==> config.mk <==
export PLATFORM = sky130hd
export DESIGN_NAME = mapper_bank_switch_scanline_irq
export DESIGN_NICKNAME = d
export VERILOG_FILES = /design/src/rtl/mbs_pkg.sv /design/src/rtl/mapper_bank_switch_scanline_irq.sv
export SDC_FILE = /design/constraint.sdc
export NUM_CORES = 1
export LEC_CHECK = 0
export ABC_AREA = 1
export BUFFER_PORTS_ARGS = -buffer_cell sky130_fd_sc_hd__buf_2
export CAP_MARGIN = 20
export CORE_MARGIN = 2
export CORE_UTILIZATION = 54
export CTS_CLUSTER_SIZE = 14
export DETAILED_ROUTE_END_ITERATION = 6
export GPL_TIMING_DRIVEN = 0
export PLACE_DENSITY = 0.77
export SLEW_MARGIN = 15
export SYNTH_ARGS = -nofsm -noshare
export SYNTH_HDL_FRONTEND = slang
export SYNTH_SLANG_ARGS = --single-unit
==> constraint.sdc <==
create_clock -name clk -period 2.5 [get_ports clk]
set_input_delay 0.75 -clock clk [delete_from_list [all_inputs] [get_ports clk]]
set_output_delay 0.75 -clock clk [all_outputs]
set_load 0.03 [all_outputs]
==> src/rtl/mbs_pkg.sv <==
// shared types, codes and constants for the scanline counter bank-switch mapper
package mbs_pkg;

    // item kinds carried on the input tuser
    typedef enum logic [1:0] {
        MODE_CPU_WRITE = 2'd0,
        MODE_CPU_READ  = 2'd1,
        MODE_CPU_TICK  = 2'd2,
        MODE_PPU       = 2'd3
    } mode_t;

    // work-ram decision codes
    typedef enum logic [2:0] {
        WRAM_NONE      = 3'd0,
        WRAM_READ_RAM  = 3'd1,
        WRAM_READ_ZERO = 3'd2,
        WRAM_OPEN_BUS  = 3'd3,
        WRAM_WRITE_RAM = 3'd4,
        WRAM_BLOCKED   = 3'd5
    } wram_action_t;

    // configuration register indexes
    typedef enum logic [1:0] {
        CFG_PRG_AND = 2'd0,
        CFG_PRG_OR  = 2'd1,
        CFG_CHR_AND = 2'd2,
        CFG_CHR_OR  = 2'd3
    } cfg_index_t;

    // mapper register groups, cpu_addr[15:13]
    localparam logic [2:0] GRP_BANK   = 3'b100;
    localparam logic [2:0] GRP_MIRROR = 3'b101;
    localparam logic [2:0] GRP_RELOAD = 3'b110;
    localparam logic [2:0] GRP_IRQ    = 3'b111;

    localparam int CFG_INDEX_W = 2;
    localparam int CFG_DATA_W  = 8;
    localparam int IN_TDATA_W  = 40;
    localparam int OUT_TDATA_W = 32;

    // a12 low-pass hold time in cpu ticks
    localparam logic [2:0] FILTER_CYCLES = 3'd5;

    localparam logic [3:0] WRAM_PAGE    = 4'h7;
    localparam logic [6:0] PRG_FIXED_HI = 7'h7F;

    typedef logic [7:0] byte_t;
    localparam byte_t BANK_INIT [8] = '{8'd0, 8'd2, 8'd4, 8'd5, 8'd6, 8'd7, 8'd0, 8'd1};

    // result word, prg_bank in the low bits
    typedef struct packed {
        logic         pad;
        logic         mirror_horizontal;
        logic         irq_active;
        logic [9:0]   wram_offset;
        wram_action_t wram_action;
        byte_t        chr_bank;
        byte_t        prg_bank;
    } result_t;

endpackage

==> src/rtl/mapper_bank_switch_scanline_irq.sv <==
// scanline counter bank-switch mapper: register file, counter, bank lookup, output buffer
// results are registered in the output register, or in the skid entry while it is held
// one word per cycle unless the skid entry is full; update and lookup are one shallow pass
// output register plus skid entry, so input keeps flowing in a stall until the skid fills
// reset: bank pointer, mirroring, protection, counter, reload, irq and filter clear to zero,
// bank registers load 0,2,4,5,6,7,0,1, and and/or masks load 255/0
module mapper_bank_switch_scanline_irq (
    input  logic                             clk,
    input  logic                             rst_n,
    // config write port
    input  logic                             cfg_we,
    input  logic [mbs_pkg::CFG_INDEX_W-1:0]  cfg_addr,
    input  logic [mbs_pkg::CFG_DATA_W-1:0]   cfg_wdata,
    // input words
    input  logic                             s_tvalid,
    output logic                             s_tready,
    input  logic [mbs_pkg::IN_TDATA_W-1:0]   s_tdata,   // cpu_addr, write_data, ppu_addr, zero pad
    input  logic [1:0]                       s_tuser,   // mode
    // result words
    output logic                             m_tvalid,
    input  logic                             m_tready,
    output logic [mbs_pkg::OUT_TDATA_W-1:0]  m_tdata    // prg_bank, chr_bank, wram_action,
                                                        // wram_offset, irq_active,
                                                        // mirror_horizontal, zero pad
);
    import mbs_pkg::*;

    // config registers
    byte_t prg_and_reg, prg_or_reg, chr_and_reg, chr_or_reg;

    // mapper state
    byte_t       bank_pointer_reg, bank_pointer_next;
    byte_t       bank_regs_reg  [8];
    byte_t       bank_regs_next [8];
    logic        mirror_reg, mirror_next;
    logic [3:0]  protect_reg, protect_next;
    byte_t       counter_reg, counter_next;
    byte_t       reload_reg, reload_next;
    logic        irq_enable_reg, irq_enable_next;
    logic        irq_pending_reg, irq_pending_next;
    logic [2:0]  filter_reg, filter_next;

    // output buffer
    logic        out_valid_reg, skid_valid_reg;
    result_t     out_data_reg, skid_data_reg;
    result_t     result;

    logic        in_fire, out_free;
    mode_t       mode;
    logic [15:0] cpu_addr;
    byte_t       write_data;
    logic [13:0] ppu_addr;

    assign mode       = mode_t'(s_tuser);
    assign cpu_addr   = s_tdata[15:0];
    assign write_data = s_tdata[23:16];
    assign ppu_addr   = s_tdata[37:24];

    assign s_tready = !skid_valid_reg;
    assign in_fire  = s_tvalid && s_tready;
    assign out_free = !out_valid_reg || m_tready;
    assign m_tvalid = out_valid_reg;
    assign m_tdata  = out_data_reg;

    // config writes
    always_ff @(posedge clk or negedge rst_n)
    begin
        if (!rst_n)
        begin
            prg_and_reg <= 8'hFF;
            prg_or_reg  <= 8'h00;
            chr_and_reg <= 8'hFF;
            chr_or_reg  <= 8'h00;
        end
        else if (cfg_we)
        begin
            unique case (cfg_index_t'(cfg_addr))
                CFG_PRG_AND: prg_and_reg <= cfg_wdata;
                CFG_PRG_OR:  prg_or_reg  <= cfg_wdata;
                CFG_CHR_AND: chr_and_reg <= cfg_wdata;
                CFG_CHR_OR:  chr_or_reg  <= cfg_wdata;
            endcase
        end
    end

    // state update for one word
    always_comb
    begin
        logic        odd;
        byte_t       cnt_step;
        bank_pointer_next = bank_pointer_reg;
        bank_regs_next    = bank_regs_reg;
        mirror_next       = mirror_reg;
        protect_next      = protect_reg;
        counter_next      = counter_reg;
        reload_next       = reload_reg;
        irq_enable_next   = irq_enable_reg;
        irq_pending_next  = irq_pending_reg;
        filter_next       = filter_reg;
        odd               = cpu_addr[0];
        cnt_step          = (counter_reg == 8'd0) ? reload_reg : counter_reg - 8'd1;

        unique case (mode)
            MODE_CPU_WRITE:
            begin
                if (cpu_addr[15])
                begin
                    unique case (cpu_addr[15:13])
                        GRP_BANK:
                        begin
                            if (odd)
                                bank_regs_next[bank_pointer_reg[2:0]] = write_data;
                            else
                                bank_pointer_next = write_data;
                            if (!bank_pointer_next[5])
                                protect_next = 4'd0;
                        end
                        GRP_MIRROR:
                        begin
                            if (odd)
                                protect_next = write_data[7:4];
                            else
                                mirror_next = write_data[0];
                            if (!bank_pointer_reg[5])
                                protect_next = 4'd0;
                        end
                        GRP_RELOAD:
                        begin
                            if (odd)
                                counter_next = 8'd0;
                            else
                                reload_next = write_data;
                        end
                        GRP_IRQ:
                        begin
                            irq_enable_next = odd;
                            if (!odd)
                                irq_pending_next = 1'b0;
                        end
                        default:
                        begin
                        end
                    endcase
                end
            end
            MODE_CPU_READ:
            begin
            end
            MODE_CPU_TICK:
            begin
                if (filter_reg != 3'd0)
                    filter_next = filter_reg - 3'd1;
            end
            MODE_PPU:
            begin
                if (ppu_addr[12])
                begin
                    if (filter_reg == 3'd0)
                    begin
                        counter_next = cnt_step;
                        if (cnt_step == 8'd0 && irq_enable_reg)
                            irq_pending_next = 1'b1;
                    end
                    filter_next = FILTER_CYCLES;
                end
            end
        endcase
    end

    // bank lookup on the updated state, and the work-ram decision
    always_comb
    begin
        logic [1:0] prg_slot;
        logic [2:0] chr_slot;
        byte_t      prg_raw, chr_raw;
        logic       in_wram, high_half, rd_this, rd_other, wr_this;

        // prg: slots 2 and 3 fixed at the last two banks, pointer bit 6 swaps 0 and 2
        prg_slot = cpu_addr[14:13];
        if (!prg_slot[0] && bank_pointer_next[6])
            prg_slot[1] = !prg_slot[1];
        if (prg_slot[1])
            prg_raw = {PRG_FIXED_HI, prg_slot[0]};
        else if (prg_slot[0])
            prg_raw = bank_regs_next[7];
        else
            prg_raw = bank_regs_next[6];

        // chr: two 2 KB pairs then four 1 KB banks, pointer bit 7 swaps halves
        chr_slot = ppu_addr[12:10] ^ {bank_pointer_next[7], 2'b00};
        unique case (chr_slot)
            3'd0:    chr_raw = {bank_regs_next[0][7:1], 1'b0};
            3'd1:    chr_raw = {bank_regs_next[0][7:1], 1'b1};
            3'd2:    chr_raw = {bank_regs_next[1][7:1], 1'b0};
            3'd3:    chr_raw = {bank_regs_next[1][7:1], 1'b1};
            3'd4:    chr_raw = bank_regs_next[2];
            3'd5:    chr_raw = bank_regs_next[3];
            3'd6:    chr_raw = bank_regs_next[4];
            default: chr_raw = bank_regs_next[5];
        endcase

        // work ram halves, protection as held before this word
        in_wram   = (cpu_addr[15:12] == WRAM_PAGE);
        high_half = cpu_addr[9];
        rd_this   = high_half ? protect_reg[3] : protect_reg[1];
        rd_other  = high_half ? protect_reg[1] : protect_reg[3];
        wr_this   = high_half ? protect_reg[2] : protect_reg[0];

        result             = '0;
        result.wram_action = WRAM_NONE;
        if (in_wram && mode == MODE_CPU_WRITE)
            result.wram_action = (rd_this && wr_this) ? WRAM_WRITE_RAM : WRAM_BLOCKED;
        else if (in_wram && mode == MODE_CPU_READ)
            result.wram_action = rd_this ? WRAM_READ_RAM :
                                 (rd_other ? WRAM_READ_ZERO : WRAM_OPEN_BUS);

        if (result.wram_action != WRAM_NONE)
            result.wram_offset = cpu_addr[9:0];
        result.prg_bank          = cpu_addr[15] ? ((prg_raw & prg_and_reg) | prg_or_reg) : 8'd0;
        result.chr_bank          = (chr_raw & chr_and_reg) | chr_or_reg;
        result.irq_active        = irq_pending_next;
        result.mirror_horizontal = mirror_next;
    end

    // state registers
    always_ff @(posedge clk or negedge rst_n)
    begin
        if (!rst_n)
        begin
            bank_pointer_reg <= 8'd0;
            bank_regs_reg    <= BANK_INIT;
            mirror_reg       <= 1'b0;
            protect_reg      <= 4'd0;
            counter_reg      <= 8'd0;
            reload_reg       <= 8'd0;
            irq_enable_reg   <= 1'b0;
            irq_pending_reg  <= 1'b0;
            filter_reg       <= 3'd0;
        end
        else if (in_fire)
        begin
            bank_pointer_reg <= bank_pointer_next;
            bank_regs_reg    <= bank_regs_next;
            mirror_reg       <= mirror_next;
            protect_reg      <= protect_next;
            counter_reg      <= counter_next;
            reload_reg       <= reload_next;
            irq_enable_reg   <= irq_enable_next;
            irq_pending_reg  <= irq_pending_next;
            filter_reg       <= filter_next;
        end
    end

    // output register and skid entry, control
    always_ff @(posedge clk or negedge rst_n)
    begin
        if (!rst_n)
        begin
            out_valid_reg  <= 1'b0;
            skid_valid_reg <= 1'b0;
        end
        else if (out_free)
        begin
            if (skid_valid_reg)
            begin
                out_valid_reg  <= 1'b1;
                skid_valid_reg <= 1'b0;
            end
            else
            begin
                out_valid_reg <= in_fire;
            end
        end
        else if (in_fire)
        begin
            skid_valid_reg <= 1'b1;
        end
    end

    // output register and skid entry, payload
    always_ff @(posedge clk)
    begin
        if (out_free)
        begin
            if (skid_valid_reg)
                out_data_reg <= skid_data_reg;
            else if (in_fire)
                out_data_reg <= result;
        end
        else if (in_fire)
        begin
            skid_data_reg <= result;
        end
    end

    // skid entry only fills behind a held output word
    assert property (@(posedge clk) disable iff (!rst_n)
        skid_valid_reg |-> out_valid_reg)
        else $error("skid entry valid while output register empty");

    // irq only raised while enabled
    assert property (@(posedge clk) disable iff (!rst_n)
        $rose(irq_pending_reg) |-> $past(irq_enable_reg))
        else $error("irq raised while disabled");

    // protection bits survive only with work ram enabled in the pointer
    assert property (@(posedge clk) disable iff (!rst_n)
        (protect_reg != 4'd0) |-> bank_pointer_reg[5])
        else $error("work ram protection set while disabled");

    // filter never exceeds its load value
    assert property (@(posedge clk) disable iff (!rst_n)
        filter_reg <= FILTER_CYCLES)
        else $error("a12 filter out of range");

endmodule

---- Word-level counts from Yosys, hierarchy flattened ----
Cells that the tools add are included.
word-level totals
  logic and storage cells ................. 173
  flip-flop bits (word level) ............. 194
operators by class
  add/subtract/negate cells ............... 2
  eq/ne operators ......................... 26
  reductions and logical operators ........ 39
  order comparisons ....................... 2
  bitwise gates (word level) .............. 8
  multiplexer cells ....................... 58
operators with widths
  kind                                              number
  two-way mux 64 bit                                4
  two-way mux 8 bit                                 17
  bitwise mux 64 bit                                1
  two-way mux 31 bit                                2
  one-hot mux 8 bit (7 select lines)                1
  demux 8 bit (select 3 bit)                        1
  equality test 3 bit, second input constant        7
  two-way mux 1 bit                                 19
  AND 8 bit                                         2
  zero test 8 bit                                   2
  OR 8 bit                                          2
  one-hot mux 8 bit (2 select lines)                1
  AND reduction 5 bit                               3
  two-way mux 4 bit                                 3
  inequality test 2 bit, second input constant      6
  AND reduction 2 bit                               6
  AND reduction 4 bit                               3
  two-way mux 10 bit                                1
  nonzero test 2 bit                                5
  two-way mux 3 bit                                 3
  equality test 2 bit, second input constant        4
  one-hot mux 4 bit (2 select lines)                1
  subtractor 8 x 1 -> 8 bit, second input constant  1
  logical AND 1 bit                                 7
  other kinds (23)                                  33

---- Depth between registers and ports, before layout ----
Gate-level depths: netlist of run 1.
  depth after elaboration ................. 17
  mapped depth ............................ 17

---- Worst setup path before layout of run 1 ----
No wires, ideal clock.
  path type ............................... input-to-reg
  start point ............................. input port s_tvalid
  end point ............................... register skid_data_reg[0] (netlist name), enable pin
  setup slack ............................. -389 ps
  library setup time ...................... 419 ps
  arrival time ............................ 2470 ps
  cell stages on the path ................. 3
  path buffers ............................ 1
  cells stage by stage .................... nand2_1 clkbuf_1 nor2_1
on the way
  longest elaborated chain between the ends .. 2
RTL lines
  what                           RTL line                                text
  start: declaration             mapper_bank_switch_scanline_irq.sv:15   input logic s_tvalid,
  logical AND 1 bit              mapper_bank_switch_scanline_irq.sv:60   assign in_fire = s_tvalid && s_tready;
  AND reduction 2 bit (no line)  n/a
  end signal: assignment         mapper_bank_switch_scanline_irq.sv:292  skid_data_reg <= result;
  end: declaration               mapper_bank_switch_scanline_irq.sv:45   result_t out_data_reg, skid_data_reg;
No other way between the ends.
A chain may end at the register's enable or synchronous reset.

==> results of run 1 <==
==> metal layers <==
metal	share of wire	track usage
met1	0.42	0.354
met2	0.50	0.456
met3	0.057	0.0452
met4	0.023	0.0991
met5	0	0
==> cell families after synthesis <==
kind of cell / Yosys count / synth area share
xor gates and xnor gates: 5 / 0.00460
adders and majority gates: 8 / 0.0105
buffers and inverters: 148 / 0.0664
AOI/OAI and AO/OA: 173 / 0.0995
and+or+nand+nor: 643 / 0.283
DFF: 190 / 0.535
other: 1 / 0.000394
==> cells in the mapped netlist (8+ instances only) <==
library cell	count
nand2_2	11
nand3_1	66
ha_1	8
buf_2	10
nor2_1	59
dfstp_2	26
inv_1	97
dfrtp_1	102
o21ai_1	35
buf_6	8
a21oi_1	20
o21ai_0	90
o21ai_2	9
nand3_2	8
edfxtp_1	62
nand2_1	476
clkbuf_1	25
==> power groups by stage <==
stage / clock (mW) / sequential (mW) / combinational, mW
after global routing: 2.89 / 3.82 / 2.37
after CTS: 2.76 / 3.78 / 2.03
after global placement: 0 / 3.82 / 1.95
after floorplan: 0 / 3.91 / 1.39
after detailed placement: 0 / 3.84 / 2.01
final: 2.73 / 3.78 / 2.08
==> area by class of cell <==
class,instances,area [um^2]
Clock inverter,14,161
Buffer,43,238
Timing Repair Buffer,81,469
Fill cell,1471,6340
Inverter,104,393
Multi-Input combinational cell,831,3890
Tap cell,225,282
Clock buffer,18,429
Sequential cell,190,5100
==> what timing repair did <==
item | CTS | global route
gates cloned | 1 | 1
hold buffers | 0 | 0
setup buffers | 1 | 4
gates resized for setup | 3 | 18
setup endpoints to repair | 10 | 20
pin swaps | 2 | 7
==> worst paths after layout <==
path	to	from	slack [ns]
worst max register to register	skid_data_reg[13]	skid_valid_reg	0.15
worst max-delay path	m_tdata[9]	s_tuser[1]	0.04
max in group asynchronous	prg_and_reg[2]	rst_n	1.48
worst min register to register	bank_regs_reg[25]	bank_regs_reg[25]	0.47
worst min-delay path	bank_regs_reg[43]	rst_n	0.24
min in group clk	bank_regs_reg[25]	bank_regs_reg[25]	0.47
==> summary.txt, run 1 <==
Global routing
  – First-pass GRT wire length: 38.9 mm
  – GR Overflow Total: 0
  – Largest net degree at the start of global routing: 85
  – Gr usage total: 0.271
  – Vias in the first global route: 7731
  – Antenna violations before repair: 0

Worst setup path
  – Reg2reg path depth: 6
  – Slowest stage delay, CP: 0.24 ns
  – WP data arrival: 2.66 ns
  – CP Class: in2reg
  – Worst Path Buf+Inv: 3
  – Slowest-stage cell, CP: nor2_4
  – Crit path cell chain: buf_2 > inv_2 > ha_4 > nand2_4 > nor2_4 > nand3_4 > buf_6 > nand2_1 > o21ai_1 > nand3_1 > nand2_1 > nor2_1 > nand2_1 > nand2_1 > nand2_2 > nand2_1 > nand2_1
  – Worst path depth: 17
  – Most frequent CP cell: nand2_1
  – CP Launch Type: input pin
  – CP required: 2.70 ns
  – Worst-path fanout max: 7
  – Crit path max-delay family: simple AND/OR/NAND/NOR gates
  – CP Capture Type: flop

Synthesis
  – Synth async-reset ratio: 0.674
  – Syn_nets: 1233
  – Synth Instances: 1168
  – Synth warn: 0
  – Main synth FF type: dfrtp_1
  – Seq/Total Area, Yosys: 0.535
  – Yosys cell types: 38
  – Flop and latch count out of synthesis: 190
  – Avg Cell Area, Syn: 8.15 um^2
  – Post-synth top area share: 0.268
  – Syn Std Cell Area: 0.00952 mm^2
  – Ranking of synthesized cells by area: dfrtp_1 27%, edfxtp_1 20%, nand2_1 19%, dfstp_2 7.2%, o21ai_0 4.7%
  – EDFF count, synth: 62
  – Synth area leader: dfrtp_1

Clock network
  – TritonCTS buffer count: 17
  – CTS tree: built
  – Clk buf depth: 2
  – H-Tree Depth: 4
  – Clock Latency Late Sink: 0.44 ns
  – CTS sink cnt: 190
  – Clk slew on worst S/H paths: 0.07 ns
  – Root Buffer: clkbuf_16

Power and ir drop
  – Pwr dens: 784 mW/mm^2
  – Part of the power in combinational logic: 0.242
  – Total chip power: 8.59 mW
  – Sw Ratio: 0.335
  – Leak: 5.32 nW
  – Clock power share: 0.318
  – Switch Pwr: 2.88 mW
  – Internal power: 5.71 mW
  – Seq pwr share: 0.440
  – Peak supply drop: 0.000467 V

STA
  – Setup tns final: 0 ns
  – Hold WS: 0.239 ns
  – Max_slew headroom: 0.403
  – Final period util: 0.986
  – Endpoints failing hold: 0
  – RSZ-0062 raised after global routing: yes
  – Maximum clock rate: 406 MHz
  – Clock skew: 0.0110 ns
  – Slew Limit Fails: 0
  – Worst setup margin: 0.0360 ns
  – Min Tclk post-route: 2.46 ns
  – Worst-margin pin slew: 0.894 ns
  – Final Setup Violations: 0

Die
  – Core Box Area: 0.0173 mm^2
  – Row count: 48
  – Die ar.: 0.0187 mm^2
  – Die Height: 137 um
  – Overall die width: 137 um
  – Initial core utilization: 0.550
  – I/O pins: 91

Cells and area
  – Utilization after layout: 0.634
  – Non-filler cells in the finished layout: 1506
  – Area growth, synth to finish: 15.1%
  – Most frequent cells in the layout: 473 x nand2_1, 102 x dfrtp_1, 95 x inv_1
  – Design area: 0.0110 mm^2
  – # diodes: 0
  – Fraction of layout cells with a size suffix above 1: 0.177
  – Largest register FFs: 62
  – Fin nets: 1333
  – Commonest non-fill, non-tap cell in the layout: nand2_1

Worst hold path
  – Worst Hold Class: in2async

Placement
  – Dpl cells: 1468
  – IO buf count: 73
  – Dpl cell area: 0.0102 mm^2
  – Placer Congestion: 0.896
  – DP Wirelength: 17.1 mm
  – Dpl ws: -0.585 ns

Detailed routing
  – # DRC: 0
  – Pre-antenna DRT Iters: 5
  – Wirelength per Cell: 16.0 um
  – Via count: 8123
  – Vias per cell: 5.39
  – Antenna-violating nets left: 0
  – Initial DRC count: 710
  – DRT Wirelength: 24.1 mm

Run
  – Max-cap violations: 0

Run status
  – Outcome: finished clean
No activity file was read; power rests on OpenSTA's default activity.
==> run 2: changes to the inputs <==
Settings changed: CORE_UTILIZATION 54 to 30, CTS_CLUSTER_DIAMETER set to 120, PLACE_DENSITY 0.77 to not set.
Clock period 2.5 ns to 2.2 ns, I/O delays scaled along.
==> run 2 against run 1 <==
Compared with the run above: the flow now finishes with violations (setup timing); first-iteration DRC count is 0.70% lower; worst hold slack worse by 0.13 ns; total power is 16% higher; register-to-register slack worse by 0.12 ns.
==> summary.txt, run 2 (same netlist as run 1, synthesis figures left out) <==
STA
  – Final Setup Violations: 11
  – Worst-margin pin slew: 0.882 ns
  – Min Tclk post-route: 2.27 ns
  – Final period util: 1.03
  – Clock skew: 0.0148 ns
  – Setup tns final: -0.286 ns
  – RSZ-0062 raised after global routing: yes
  – Worst setup margin: -0.0693 ns
  – Max_slew headroom: 0.412
  – Endpoints failing hold: 0
  – Slew Limit Fails: 0
  – Hold WS: 0.105 ns
  – Maximum clock rate: 441 MHz

Global routing
  – Met1 GRT Util: 0.216
  – GR Overflow Total: 0
  – First-pass GRT wire length: 41.7 mm
  – Gr usage total: 0.157
  – GR Util met3: 0.0255
  – Antenna violations before repair: 1
  – Busiest grt layer: met2
  – GR Layer Usage met2: 0.255
  – Vias in the first global route: 7858
  – Largest net degree at the start of global routing: 88

Worst setup path
  – CP required: 2.39 ns
  – Slowest-stage cell, CP: nor2_8
  – Reg-to-Reg Start: bank_pointer_reg[1]
  – Flop-to-flop setup slack: 0.03 ns
  – Reg2reg path depth: 13
  – Most frequent CP cell: nand2_1
  – Crit path capture: m_tdata[9]
  – Slowest stage delay, CP: 0.21 ns
  – Crit path cell chain: buf_8 > inv_6 > ha_4 > nand2_4 > nor2_8 > nand3_4 > nand3_4 > nand2_8 > buf_6 > nand3_1 > nand2_1 > nor2_1 > nand2_1 > nand2_1 > nand2_2 > nand2_1 > nand2_1
  – CP Capture Type: flop
  – WP data arrival: 2.46 ns
  – CP Class: in2reg
  – Worst Setup SP: s_tuser[0]
  – Worst r2r dst: m_tdata[9]
  – Worst-path fanout max: 6
  – CP Launch Type: input pin

Detailed routing
  – # DRC: 0
  – Initial DRC count: 705
  – Pre-antenna DRT Iters: 5
  – Via count: 8148
  – Vias per cell: 4.76
  – Antenna-violating nets left: 0
  – DRT Wirelength: 25.7 mm
  – Wirelength per Cell: 15.0 um

Cells and area
  – Area growth, synth to finish: 25.1%
  – Largest register FFs: 62
  – Non-filler cells in the finished layout: 1711
  – Utilization after layout: 0.379
  – FILL cells: 3228
  – Fraction of layout cells with a size suffix above 1: 0.251
  – # diodes: 0
  – Design area: 0.0119 mm^2
  – Commonest non-fill, non-tap cell in the layout: nand2_1
  – Register area: 0.00510 mm^2
  – Total area of multi-input combinational cells: 0.00430 mm^2
  – Most frequent cells in the layout: 439 x nand2_1, 102 x dfrtp_1, 92 x inv_1
  – Fin nets: 1361

Run status
  – Outcome: finished, violations left
  – Failing checks: setup timing

Clock network
  – CTS tree: built
  – CTS Hold Bufs: 0
  – CTS sink cnt: 190
  – Clk buf depth: 2
  – H-Tree Depth: 4
  – Clock Latency Late Sink: 0.44 ns
  – Root Buffer: clkbuf_16
  – Clk slew on worst S/H paths: 0.07 ns
  – TritonCTS buffer count: 17

Die
  – Row count: 65
  – Initial core utilization: 0.303
  – Die Height: 182 um
  – Overall die width: 182 um
  – I/O pins: 91
  – Die ar.: 0.0332 mm^2
  – Core Box Area: 0.0314 mm^2

Run
  – Max-cap violations: 0

Placement
  – Dpl ws: -0.693 ns
  – DP Wirelength: 17.7 mm
  – Placer Congestion: 0.849
  – IO buf count: 73
  – Dpl cell area: 0.0105 mm^2
  – Dpl cells: 1645

Power and ir drop
  – Total chip power: 9.93 mW
  – Pwr dens: 833 mW/mm^2
  – Peak supply drop: 0.000454 V
  – Leak: 5.57 nW

Worst hold path
  – Worst Hold Class: in2async
==> run 2: how the worst min path moves through the flow <==
stage | depth (start not counted) | slack, ns | endpoint
6_report | 1 | 0.10 | bank_regs_reg[27]
5_1_grt | 1 | 0.11 | bank_regs_reg[27]
4_1_cts | 1 | 0.10 | bank_regs_reg[27]
2_1_floorplan | 0 | 0.36 | bank_pointer_reg[0]
3_5_place_dp | 2 | 0.46 | bank_regs_reg[49]
3_3_place_gp | 2 | 0.46 | bank_regs_reg[49]
==> run 2: cell type report <==
class | count | area share
inverter | 104 | 0.0353
clock inverter | 12 | 0.0110
clock buffer | 20 | 0.0367
buffer | 44 | 0.0230
sequential | 190 | 0.428
multi-input combinational | 833 | 0.361
tap | 402 | 0.0422
timing repair buffer | 106 | 0.0630
==> run 2: timing repair <==
action | 4_1_cts | 5_1_grt
resized for setup | 53 | 101
pin swaps | 32 | 51
endpoints found under the hold margin | 0 | 0
endpoints found under the setup margin | 108 | 115
buffers inserted | 11 | 14
cloned | 7 | 2
==> run 2: critical path: cells and delay by family <==
| family | cells | cell delay, ns |
|---|---|---|
| AND/OR/NAND/NOR | 13 | 1.31 |
| buffers and inverters | 3 | 0.30 |
| adder cells (fa/ha/maj) | 1 | 0.18 |
==> run 2: power breakdown <==
part           leakage (nW)  switching, mW  internal [mW]
combinational          3.07           1.73          0.875
clock                 0.264           1.42           1.60
sequential             2.24          0.192           4.11
==> run 2: per-layer routing <==
layer / routed length (um) / vias to the layer above
li1: - / 4032
met1: 12100 / 3908
met2: 12100 / 180
met3: 1110 / 26
met4: 388 / 2
met5: 13 / -
==> run 3: changes to the inputs <==
Settings changed: CORE_MARGIN 2 to not set.
==> run 3 against run 2 <==
Compared with the run above: largest power group unchanged; combinational power about the same; the run still ends with setup timing left; worst hold slack better by 0.14 ns; clock skew down 0.00057 ns; non-clock buffer count down 14.
==> summary.txt, run 3 (same netlist as run 1, synthesis figures left out) <==
Detailed routing
  – Pre-antenna DRT Iters: 6
  – DRT Wirelength: 25.7 mm
  – M1 WL: 12.0 mm
  – Vias per cell: 4.75
  – Initial DRC count: 611
  – # DRC: 0
  – Highest routed layer: met4
  – Wirelength per Cell: 15.2 um
  – Via count: 8041
  – Wire length on met3: 1.31 mm
  – Antenna-violating nets left: 0
  – Met2 WL: 12.0 mm

Worst setup path
  – CP Class: in2reg
  – WP data arrival: 2.46 ns
  – CP Launch Type: input pin
  – CP required: 2.39 ns
  – Worst-path fanout max: 7
  – CP Capture Type: flop

Die
  – Initial core utilization: 0.308
  – Die Height: 180 um
  – Overall die width: 180 um
  – Die ar.: 0.0325 mm^2
  – Core Box Area: 0.0309 mm^2
  – I/O pins: 91
  – Row count: 64

Power and ir drop
  – Total chip power: 10.0 mW
  – Pwr dens: 867 mW/mm^2
  – Leak: 5.46 nW
  – Peak supply drop: 0.000485 V

STA
  – Worst setup margin: -0.0704 ns
  – Hold WS: 0.245 ns
  – RSZ-0062 raised after global routing: yes
  – Maximum clock rate: 440 MHz
  – Endpoints failing hold: 0
  – Final Setup Violations: 5
  – Worst-margin pin slew: 0.701 ns
  – Clock skew: 0.0142 ns
  – Min Tclk post-route: 2.27 ns
  – Final period util: 1.03
  – Max_slew headroom: 0.533
  – Slew Limit Fails: 0

Clock network
  – H-Tree Depth: 4
  – Clock Latency Late Sink: 0.44 ns
  – TritonCTS buffer count: 17
  – CTS tree: built
  – Root Buffer: clkbuf_16
  – Clk slew on worst S/H paths: 0.07 ns
  – CTS sink cnt: 190
  – Clk buf depth: 2

Cells and area
  – Area growth, synth to finish: 21.6%
  – Non-filler cells in the finished layout: 1693
  – Most frequent cells in the layout: 463 x nand2_1, 102 x dfrtp_1, 94 x inv_1
  – Utilization after layout: 0.375
  – Fin nets: 1348
  – Largest register FFs: 62
  – Fraction of layout cells with a size suffix above 1: 0.211
  – Commonest non-fill, non-tap cell in the layout: nand2_1

Global routing
  – Antenna violations before repair: 1
  – Largest net degree at the start of global routing: 74
  – GR Overflow Total: 0
  – Gr usage total: 0.161
  – First-pass GRT wire length: 41.4 mm
  – Vias in the first global route: 7838

Worst hold path
  – Worst Hold Class: in2async

Placement
  – DP Wirelength: 17.6 mm
  – IO buf count: 73
  – Placer Congestion: 0.836
  – Dpl cells: 1639

Run
  – Max-cap violations: 0

Run status
  – Outcome: finished, violations left
  – Failing checks: setup timing
==> run 3: cell types whose count changed in the layout (fill, tap and decap cells not counted), sizes merged <==
cell	before	now
buf	124	111
clkbuf	46	42
clkinvlp	4	2
diode	0	1
inv	109	114
nand3	77	78
==> run 3: final timing paths <==
| path | from | to | slack, ns | cells past startpoint |
|---|---|---|---|---|
| worst min-delay path | rst_n | chr_or_reg[4] | 0.24 | 1 |
| max in group asynchronous | rst_n | bank_regs_reg[49] | 1.18 | 2 |
| worst min register to register | bank_regs_reg[26] | bank_regs_reg[26] | 0.47 | 2 |
| worst max register to register | bank_pointer_reg[2] | m_tdata[9] | 0.08 | 13 |
| worst max-delay path | s_tuser[0] | m_tdata[9] | -0.07 | 17 |
| min in group clk | bank_regs_reg[26] | bank_regs_reg[26] | 0.47 | 2 |
==> run 3: area by class of cell <==
cell class / instances / area, um^2
Multi-Input combinational cell: 834 / 4110
Fill cell: 3167 / 19300
Timing Repair Buffer: 93 / 622
Clock buffer: 17 / 425
Antenna cell: 1 / 2.50
Sequential cell: 190 / 5100
Clock inverter: 15 / 166
Inverter: 104 / 413
Tap cell: 396 / 495
Buffer: 43 / 250
==> run 3: repair_timing <==
item                                    4_1_cts  5_1_grt
pin swaps                                    24        7
gates resized for setup                      45       35
cloned                                        5        1
endpoints found under the setup margin      101       78
hold buffers                                  0        0
hold endpoints to repair                      0        0
setup buffers                                10        6
==> run 3: layer usage <==
metal  vias up  global-route usage
met3        27              0.0295
met5         -                   0
met4         0              0.0410
li1       3998                   -
met2       217               0.266
met1      3799               0.218
==> run 3: power by group <==
part	internal [mW]	switching, mW
combinational	0.878	1.71
sequential	4.11	0.194
clock	1.63	1.53
==> run 3: worst max-delay path: stages <==
cell and delay [ns]:
buf_8 0.10, inv_6 0.05, ha_4 0.16, nand2_4 0.09, nor2_4 0.19, nand3_2 0.12
nand3_4 0.14, nand2_8 0.09, nand3_4 0.12, buf_4 0.14, nand2_1 0.05, nor2_1 0.11
nand2_1 0.11, nand2_1 0.10, nand2_2 0.10, nand2_1 0.07, nand2_1 0.06
==> run 3: metrics by stage <==
stage | instance area, um^2 | TNS [ns] | setup slack (ns)
3_5_place_dp | 10500 | -54.22 | -0.701
4_1_cts | 11400 | -0.000782 | -0.000782
6_report | 11600 | -0.0905 | -0.0704
5_1_grt | 11600 | -1.30 | -0.146
2_1_floorplan | 9590 | -0.284 | -0.0425
3_3_place_gp | 10400 | -213.34 | -1.35
